File: src/hdl/bdl_pkg.sv
// Shared types and constants for the button debounce and lockout block.
// Used by bdl_eval and button_debounce_lockout; no dependencies.
package bdl_pkg;

	// Item kinds on the input channel.
	localparam logic MODE_TICK   = 1'b0;
	localparam logic MODE_SAMPLE = 1'b1;

	// Pin levels (active low buttons).
	localparam logic LEVEL_PRESSED  = 1'b0;
	localparam logic LEVEL_RELEASED = 1'b1;

	// Configuration register indexes.
	localparam logic REG_RELEASE_LOCKOUT = 1'b0;
	localparam logic REG_PRESS_LOCKOUT   = 1'b1;

	localparam logic [15:0] LOCKOUT_RESET = 16'd50;
	localparam logic [31:0] COUNT_MAX     = 32'hFFFF_FFFF;

	// One per-button table entry.
	typedef struct packed {
		logic        down;
		logic [31:0] stamp;
	} bdl_entry_t;

	// One result beat.
	typedef struct packed {
		logic        pressed;
		logic        released;
		logic [31:0] held_ms;
	} bdl_result_t;

endpackage

File: src/hdl/bdl_ram.sv
// Generic single write port, single read port RAM with registered read data.
// No dependencies.
module bdl_ram #(
	parameter int WIDTH = 33,
	parameter int DEPTH = 64
) (
	input  logic                                   clk,
	input  logic                                   we,
	input  logic [((DEPTH > 1) ? $clog2(DEPTH) : 1)-1:0] waddr,
	input  logic [WIDTH-1:0]                       wdata,
	input  logic                                   re,
	input  logic [((DEPTH > 1) ? $clog2(DEPTH) : 1)-1:0] raddr,
	output logic [WIDTH-1:0]                       rdata
);

	logic [WIDTH-1:0] mem_q [DEPTH];

	// Write port.
	always_ff @(posedge clk) begin
		if (we) begin
			mem_q[waddr] <= wdata;
		end
	end

	// Registered read port; data holds when no read is issued.
	always_ff @(posedge clk) begin
		if (re) begin
			rdata <= mem_q[raddr];
		end
	end

endmodule

File: src/hdl/bdl_eval.sv
// Lockout qualification for one button sample: decides whether a state change
// is taken and builds the result beat. Depends on bdl_pkg.
module bdl_eval import bdl_pkg::*; (
	input  bdl_entry_t  cur,
	input  logic        level,
	input  logic [31:0] now_ms,
	input  logic [31:0] duration,
	input  logic [15:0] release_lockout,
	input  logic [15:0] press_lockout,
	output logic        change,
	output bdl_entry_t  nxt,
	output bdl_result_t res
);

	logic [31:0] elapsed;
	logic [31:0] lockout;

	// Time since the last accepted change, modulo 2^32.
	assign elapsed = now_ms - cur.stamp;
	assign lockout = cur.down ? {16'd0, release_lockout} : {16'd0, press_lockout};

	// A change needs an expired lockout and the opposite pin level.
	always_comb begin
		if (cur.down) begin
			change = (elapsed > lockout) && (level == LEVEL_RELEASED);
		end else begin
			change = (elapsed > lockout) && (level == LEVEL_PRESSED);
		end
		nxt.down  = ~cur.down;
		nxt.stamp = now_ms;
		res.pressed  = change && !cur.down;
		res.released = change && cur.down;
		res.held_ms  = (change && cur.down) ? duration : 32'd0;
	end

endmodule

File: src/hdl/button_debounce_lockout.sv
// Multi-channel pushbutton qualifier with press and release lockout times.
// Depends on bdl_pkg, bdl_ram and bdl_eval.
//
// Usage: the input channel carries tick beats (mode 0, one per millisecond)
// and sample beats (mode 1, a button index and its active-low level). Each
// sample beat yields exactly one result beat; ticks yield none. Per-button
// state (down flag and time of last change) sits in a RAM with registered
// read data; the read is issued when a beat is accepted and the table is
// updated when the beat leaves stage 1, with a bypass for back-to-back
// samples of the same button. A result passes through the stage 1 register
// and then the output register before it can be taken.
// Throughput is one beat per cycle while out_ready is high. When the
// receiver stalls, one finished result waits in the output register and one
// more beat can wait behind it; in_ready then drops.
// Reset clears the clocks, the lockouts to 50 ms and all per-button entries
// at once (per-entry valid flags), so beats are taken right after reset. The
// user makes configuration writes while idle, unchecked; they act at once.
module button_debounce_lockout import bdl_pkg::*; #(
	parameter int NUM_BUTTONS = 64
) (
	input  logic        clk,
	input  logic        arst_n,
	input  logic        cfg_we,
	input  logic        cfg_index,
	input  logic [15:0] cfg_data,
	input  logic        in_valid,
	output logic        in_ready,
	input  logic        mode,
	input  logic [5:0]  button,
	input  logic        level,
	output logic        out_valid,
	input  logic        out_ready,
	output logic        pressed,
	output logic        released,
	output logic [31:0] held_ms
);

	localparam int AW = (NUM_BUTTONS > 1) ? $clog2(NUM_BUTTONS) : 1;
	localparam int EW = $bits(bdl_entry_t);

	logic [15:0] rel_lock_q;
	logic [15:0] prs_lock_q;
	logic [31:0] now_q;
	logic [31:0] dur_q;
	logic [NUM_BUTTONS-1:0] ent_vld_q;

	logic          vld_s1;
	logic          mode_s1;
	logic          level_s1;
	logic [AW-1:0] addr_s1;
	logic          inrange_s1;
	logic          fwd_hit_s1;
	bdl_entry_t    fwd_data_s1;

	logic        out_vld_q;
	bdl_result_t out_q;

	logic          in_acc;
	logic          out_free;
	logic          s1_go;
	logic [AW-1:0] in_addr;
	logic [EW-1:0] ram_rdata;
	bdl_entry_t    cur_ent;
	bdl_entry_t    nxt_ent;
	logic          change;
	bdl_result_t   res;
	logic          wr_en;

	// Handshake: stage 1 moves on unless a sample finds the output full.
	assign out_free = !out_vld_q || out_ready;
	assign s1_go    = vld_s1 && ((mode_s1 == MODE_TICK) || out_free);
	assign in_ready = !vld_s1 || s1_go;
	assign in_acc   = in_valid && in_ready;
	assign in_addr  = AW'(button);

	// Configuration registers.
	always_ff @(posedge clk or negedge arst_n) begin
		if (!arst_n) begin
			rel_lock_q <= LOCKOUT_RESET;
			prs_lock_q <= LOCKOUT_RESET;
		end else if (cfg_we) begin
			case (cfg_index)
				REG_RELEASE_LOCKOUT: rel_lock_q <= cfg_data;
				REG_PRESS_LOCKOUT:   prs_lock_q <= cfg_data;
				default:             ;
			endcase
		end
	end

	// Per-button table.
	bdl_ram #(
		.WIDTH(EW),
		.DEPTH(NUM_BUTTONS)
	) u_tab (
		.clk  (clk),
		.we   (wr_en),
		.waddr(addr_s1),
		.wdata(nxt_ent),
		.re   (in_acc),
		.raddr(in_addr),
		.rdata(ram_rdata)
	);

	// Stage 1 control.
	always_ff @(posedge clk or negedge arst_n) begin
		if (!arst_n) begin
			vld_s1 <= 1'b0;
		end else if (in_ready) begin
			vld_s1 <= in_valid;
		end
	end

	// Stage 1 payload, plus a bypass for a write landing on the entry being read.
	always_ff @(posedge clk) begin
		if (in_acc) begin
			mode_s1     <= mode;
			level_s1    <= level;
			addr_s1     <= in_addr;
			inrange_s1  <= (32'(button) < NUM_BUTTONS);
			fwd_hit_s1  <= wr_en && (addr_s1 == in_addr);
			fwd_data_s1 <= nxt_ent;
		end
	end

	// Current entry: bypass first, then RAM data if the entry was ever written.
	always_comb begin
		if (fwd_hit_s1) begin
			cur_ent = fwd_data_s1;
		end else if (inrange_s1 && ent_vld_q[addr_s1]) begin
			cur_ent = bdl_entry_t'(ram_rdata);
		end else begin
			cur_ent = '0;
		end
	end

	bdl_eval u_eval (
		.cur            (cur_ent),
		.level          (level_s1),
		.now_ms         (now_q),
		.duration       (dur_q),
		.release_lockout(rel_lock_q),
		.press_lockout  (prs_lock_q),
		.change         (change),
		.nxt            (nxt_ent),
		.res            (res)
	);

	assign wr_en = s1_go && (mode_s1 == MODE_SAMPLE) && inrange_s1 && change;

	// Entry valid flags.
	always_ff @(posedge clk or negedge arst_n) begin
		if (!arst_n) begin
			ent_vld_q <= '0;
		end else if (wr_en) begin
			ent_vld_q[addr_s1] <= 1'b1;
		end
	end

	// Millisecond clock and shared press duration counter.
	always_ff @(posedge clk or negedge arst_n) begin
		if (!arst_n) begin
			now_q <= '0;
			dur_q <= '0;
		end else if (s1_go && (mode_s1 == MODE_TICK)) begin
			now_q <= now_q + 32'd1;
			if (dur_q != COUNT_MAX) begin
				dur_q <= dur_q + 32'd1;
			end
		end else if (wr_en && res.pressed) begin
			dur_q <= '0;
		end
	end

	// Output register.
	always_ff @(posedge clk or negedge arst_n) begin
		if (!arst_n) begin
			out_vld_q <= 1'b0;
		end else if (s1_go && (mode_s1 == MODE_SAMPLE)) begin
			out_vld_q <= 1'b1;
		end else if (out_ready) begin
			out_vld_q <= 1'b0;
		end
	end

	always_ff @(posedge clk) begin
		if (s1_go && (mode_s1 == MODE_SAMPLE)) begin
			out_q <= inrange_s1 ? res : '0;
		end
	end

	assign out_valid = out_vld_q;
	assign pressed   = out_q.pressed;
	assign released  = out_q.released;
	assign held_ms   = out_q.held_ms;

`ifndef ASSERT_OFF
	// A result never reports both edges, and a press never carries a held time.
	a_one_edge: assert property (@(posedge clk) disable iff (!arst_n)
		out_valid |-> !(pressed && released) && (pressed ? held_ms == 32'd0 : 1'b1))
		else $error("result flags both edges or press with held time");

	// The table is only written by an in-range sample leaving stage 1.
	a_write_src: assert property (@(posedge clk) disable iff (!arst_n)
		wr_en |-> vld_s1 && (mode_s1 == MODE_SAMPLE) && inrange_s1 && out_free)
		else $error("table write without a qualifying sample");

	// An accepted press clears the duration counter.
	a_press_clr: assert property (@(posedge clk) disable iff (!arst_n)
		(wr_en && res.pressed) |=> dur_q == 32'd0)
		else $error("duration not cleared after press");

	// A tick advances the millisecond clock by one.
	a_tick: assert property (@(posedge clk) disable iff (!arst_n)
		(s1_go && (mode_s1 == MODE_TICK)) |=> now_q == $past(now_q) + 32'd1)
		else $error("millisecond clock did not advance on tick");

	// A stalled sample in stage 1 blocks new input.
	a_stall: assert property (@(posedge clk) disable iff (!arst_n)
		(vld_s1 && (mode_s1 == MODE_SAMPLE) && !out_free) |-> !in_ready)
		else $error("input taken while stage 1 stalled");
`endif

endmodule
File: config.mk
export PLATFORM = sky130hd
export DESIGN_NAME = button_debounce_lockout
export DESIGN_NICKNAME = d
export VERILOG_FILES = /design/src/hdl/bdl_pkg.sv /design/src/hdl/bdl_ram.sv /design/src/hdl/bdl_eval.sv /design/src/hdl/button_debounce_lockout.sv
export SDC_FILE = /design/constraint.sdc
export NUM_CORES = 2
export LEC_CHECK = 0
export ABC_CLOCK_PERIOD_IN_PS = 24800
export BUFFER_PORTS_ARGS = -buffer_cell sky130_fd_sc_hd__buf_2
export CORE_ASPECT_RATIO = 0.75
export CORE_MARGIN = 10
export CORE_UTILIZATION = 45
export CTS_BUF_LIST = sky130_fd_sc_hd__clkbuf_4 sky130_fd_sc_hd__clkbuf_8
export CTS_CLUSTER_SIZE = 12
export DETAILED_ROUTE_END_ITERATION = 16
export GPL_ROUTABILITY_DRIVEN = 0
export SYNTH_ARGS = -nofsm -noshare
export SYNTH_HDL_FRONTEND = slang
export SYNTH_HIERARCHICAL = 1
export SYNTH_SLANG_ARGS = --single-unit
export TNS_END_PERCENT = 100
File: constraint.sdc
create_clock -name clk -period 24.8 [get_ports clk]
set_input_delay 4.96 -clock clk [delete_from_list [all_inputs] [get_ports clk]]
set_output_delay 4.96 -clock clk [all_outputs]
set_load 0.1 [all_outputs]
==> metrics.txt <==
syn avg cell area 19.7 sq um; ratio of cells with drive above 1 in the final layout 27.4%; RSZ-0062 raised after global routing no; Period minus WS final 10,700 ps; syn nets 4,915; Detail Route Antenna Nets 0; Total Wirelength 267,000 um; Final Skew 88.3 ps; post-cts sizing count 0; clk_lat worst skew 980 ps; r2r setup slk 14,270 ps; number of buffers added for setup after CTS 0; Required @ worst endpoint 19,840 ps; Ports 66; placed wire-length estimate 156,000 um; CP Max Fanout 3; final count of hold timing violations 0; average wire per standard cell 32.5 um; CTS Buf Count 362; Worst Hold Path EP ent_vld_q[49]$_DFFE_PN0P_; Pleak 31.8 nW; hold depth 1; post-synthesis sequential area ratio 74.5%; Final Max Slew Viols 0; Worst Hold Class reg -> reg; Final nets 5,199; Starting Density 45.4%; First-pass DRT Iterations 6; Worst VDD drop 49.6 uV; first-iteration detailed-routing DRC count 6,996; first-pass GRT wire length 378,000 um; synth warn 6; max-slew headroom at the worst pin 6.45%; worst r2r src addr_s1[3]$_DFFE_PP_; initial antenna violation count 28; startpoint class of the critical path input port; clk slew on worst S/H paths 60 ps; area grow syn2layout 11.4%; DRC 0; vias per inst 6.22; Reg2Reg Depth 28; standard-cell rows 145; Clock Sinks 2,383; crit path DAT 5740 ps; Max Freq 93.4 MHz; Max clock buf depth 4; hold_buf cts 0; vias after detailed routing 50,995; area of the mapped netlist 95,000 sq um; flops & latches, synth 2,383; Port-buffer cells 65; library cells used by synthesis 92; Clk Tree Root Cell clkbuf_8; chip width 551 um; Multi-input gate area 22,900 sq um; Final Cycle Share 43.2%; Post-synth ARST share 6.80%; crit end category primary output; Final setup viols 0; post-route cell area 106,000 sq um; Post-synth EDFFs 2,221; Synth Instances 4,835; core area 209,000 sq um; die height 418 um; vias in the first global route 49,162; GRT Util Overall 22.7%; largest net degree at the start of global routing 102; residual overflow from global routing 0; placed cell area 98,800 sq um; hold path startpoint ent_vld_q[49]$_DFFE_PN0P_; FF/Latch Area 70,800 sq um; PwrDens 79.3 nW/um^2; Top FF cell, synth edfxtp_1; worst slew pin tran 1400 ps; reg2reg end u_tab/mem_q[56][15]$_DFFE_PP_; status completed; CTS tree yes; die area 230,000 sq um; H-tree lvl count 5; fill count 16,704; critical path class in -> out; max-cap viol count 0; setup TNS 0 ps
## cells in the final DEF, fill, tap and decap left out, drive strengths merged, types with 12 or more instances in the layout
cell / instances
dfrtp: 156
a211oi: 36
mux4: 489
clkinv: 123
nor3: 26
edfxtp: 2221
ha: 49
a21o: 68
and4: 12
diode: 19
nor2: 123
mux2i: 173
mux2: 50
nand2: 186
xor2: 22
o211ai: 20
a31oi: 41
o21ai: 51
a21oi: 66
and3: 36
nor2b: 31
nand4: 73
nand3: 121
o22ai: 60
clkbuf: 486
a22oi: 80
xnor2: 42
and2: 52
o221ai: 48
nand2b: 17
inv: 50
buf: 216
## worst max-delay path, cell delays in order
cell	delay [ps]
buf_2	90
nor2b_1	200
nand3_1	160
buf_2	320
## cell type report
cell class,instances,area share (%)
flip-flops and latches,2383,66.9
inverters,46,0.163
repair buffers,216,1.45
well taps,2793,3.30
multi-input cells,2110,21.6
diodes,19,0.0449
clock buffers,486,5.69
clock inverters,144,0.909
## logic make-up (layout without fill, tap and decap cells)
| kind of cell | after synthesis | after routing | share of synthesized area (%) |
|---|---|---|---|
| compound gates | 553 | 553 | 4.23 |
| xor+xnor | 64 | 64 | 0.590 |
| fa+ha+maj | 50 | 50 | 0.666 |
| buf+inv | 342 | 892 | 2.05 |
| flops | 2383 | 2383 | 74.5 |
| mux | 712 | 712 | 14.0 |
| other cells | 0 | 19 | 0 |
| simple gates | 731 | 731 | 4.00 |
## sequential cells by signal, indices dropped and copies added (netlist names), 6 cells and up
name,cells
addr_s1,6
dur_q,32
ent_vld_q,64
fwd_data_s1,33
held_ms,32
now_q,32
prs_lock_q,16
rel_lock_q,16
u_tab/mem_q,2112
u_tab/rdata,33
## synthesized netlist by cell type, types with 36 or more instances
cell type  instances  area, sq um
edfxtp_1        2221        66700
mux4_2           489        11000
nand2_1          186          698
mux2i_1          173         1730
dfrtp_1          156         3900
nor2_1           123          462
nand3_1          121          606
clkbuf_1         101          379
a22oi_1           79          593
buf_2             74          370
nand4_1           72          450
a21o_1            68          510
a21oi_1           64          320
o22ai_1           60          375
buf_4             54          405
o21ai_0           50          250
ha_1              49          613
mux2_2            48          541
o221ai_1          48          420
inv_1             44          165
xnor2_1           42          368
a31oi_1           41          257
buf_6             39          439
and3_1            36          225
## worst max-delay path by stage
| stage | startpoint | end | slack (ps) | cells past startpoint |
|---|---|---|---|---|
| 4_1_cts | out_ready | in_ready | 14110 | 4 |
| 5_1_grt | addr_s1[3]$_DFFE_PP_ | u_tab/mem_q[56][1]$_DFFE_PP_ | 13830 | 28 |
| 2_1_floorplan | out_ready | in_ready | 13950 | 2 |
| 3_3_place_gp | button[0] | u_tab/rdata[7]$_DFFE_PP_ | 14010 | 10 |
| 6_report | out_ready | in_ready | 14100 | 4 |
| 3_5_place_dp | button[0] | u_tab/rdata[7]$_DFFE_PP_ | 13960 | 10 |
## per-layer routing
metal | up-vias | share of wire (%) | global-route usage, %
li1 | 20539 | - | -
met1 | 27217 | 43 | 34.6
met2 | 2788 | 43 | 32.1
met3 | 427 | 12 | 6.36
met4 | 24 | 2.7 | 6.12
met5 | - | 0.057 | 0
## through the flow
stage                     worst slack [ps]  hold slack, ps  power [mW]  cells  utilization, %
after floorplan                      13950             420        5.00   4835               -
after global placement               14010             429        5.26   7547            47.3
after detailed placement             13960             438        5.27   7547            47.3
after CTS                            14110             453        8.45   8177            50.6
after global routing                 13830             466        8.68   8180            50.6
final                                14100             449        8.40   8197            50.6
## power by group
group	switching, mW	internal, mW	total, mW
clock network	1.52	1.69	3.21
registers	0.0711	4.50	4.57
logic	0.441	0.184	0.625
Note: power is estimated with default switching activity, not from simulation.
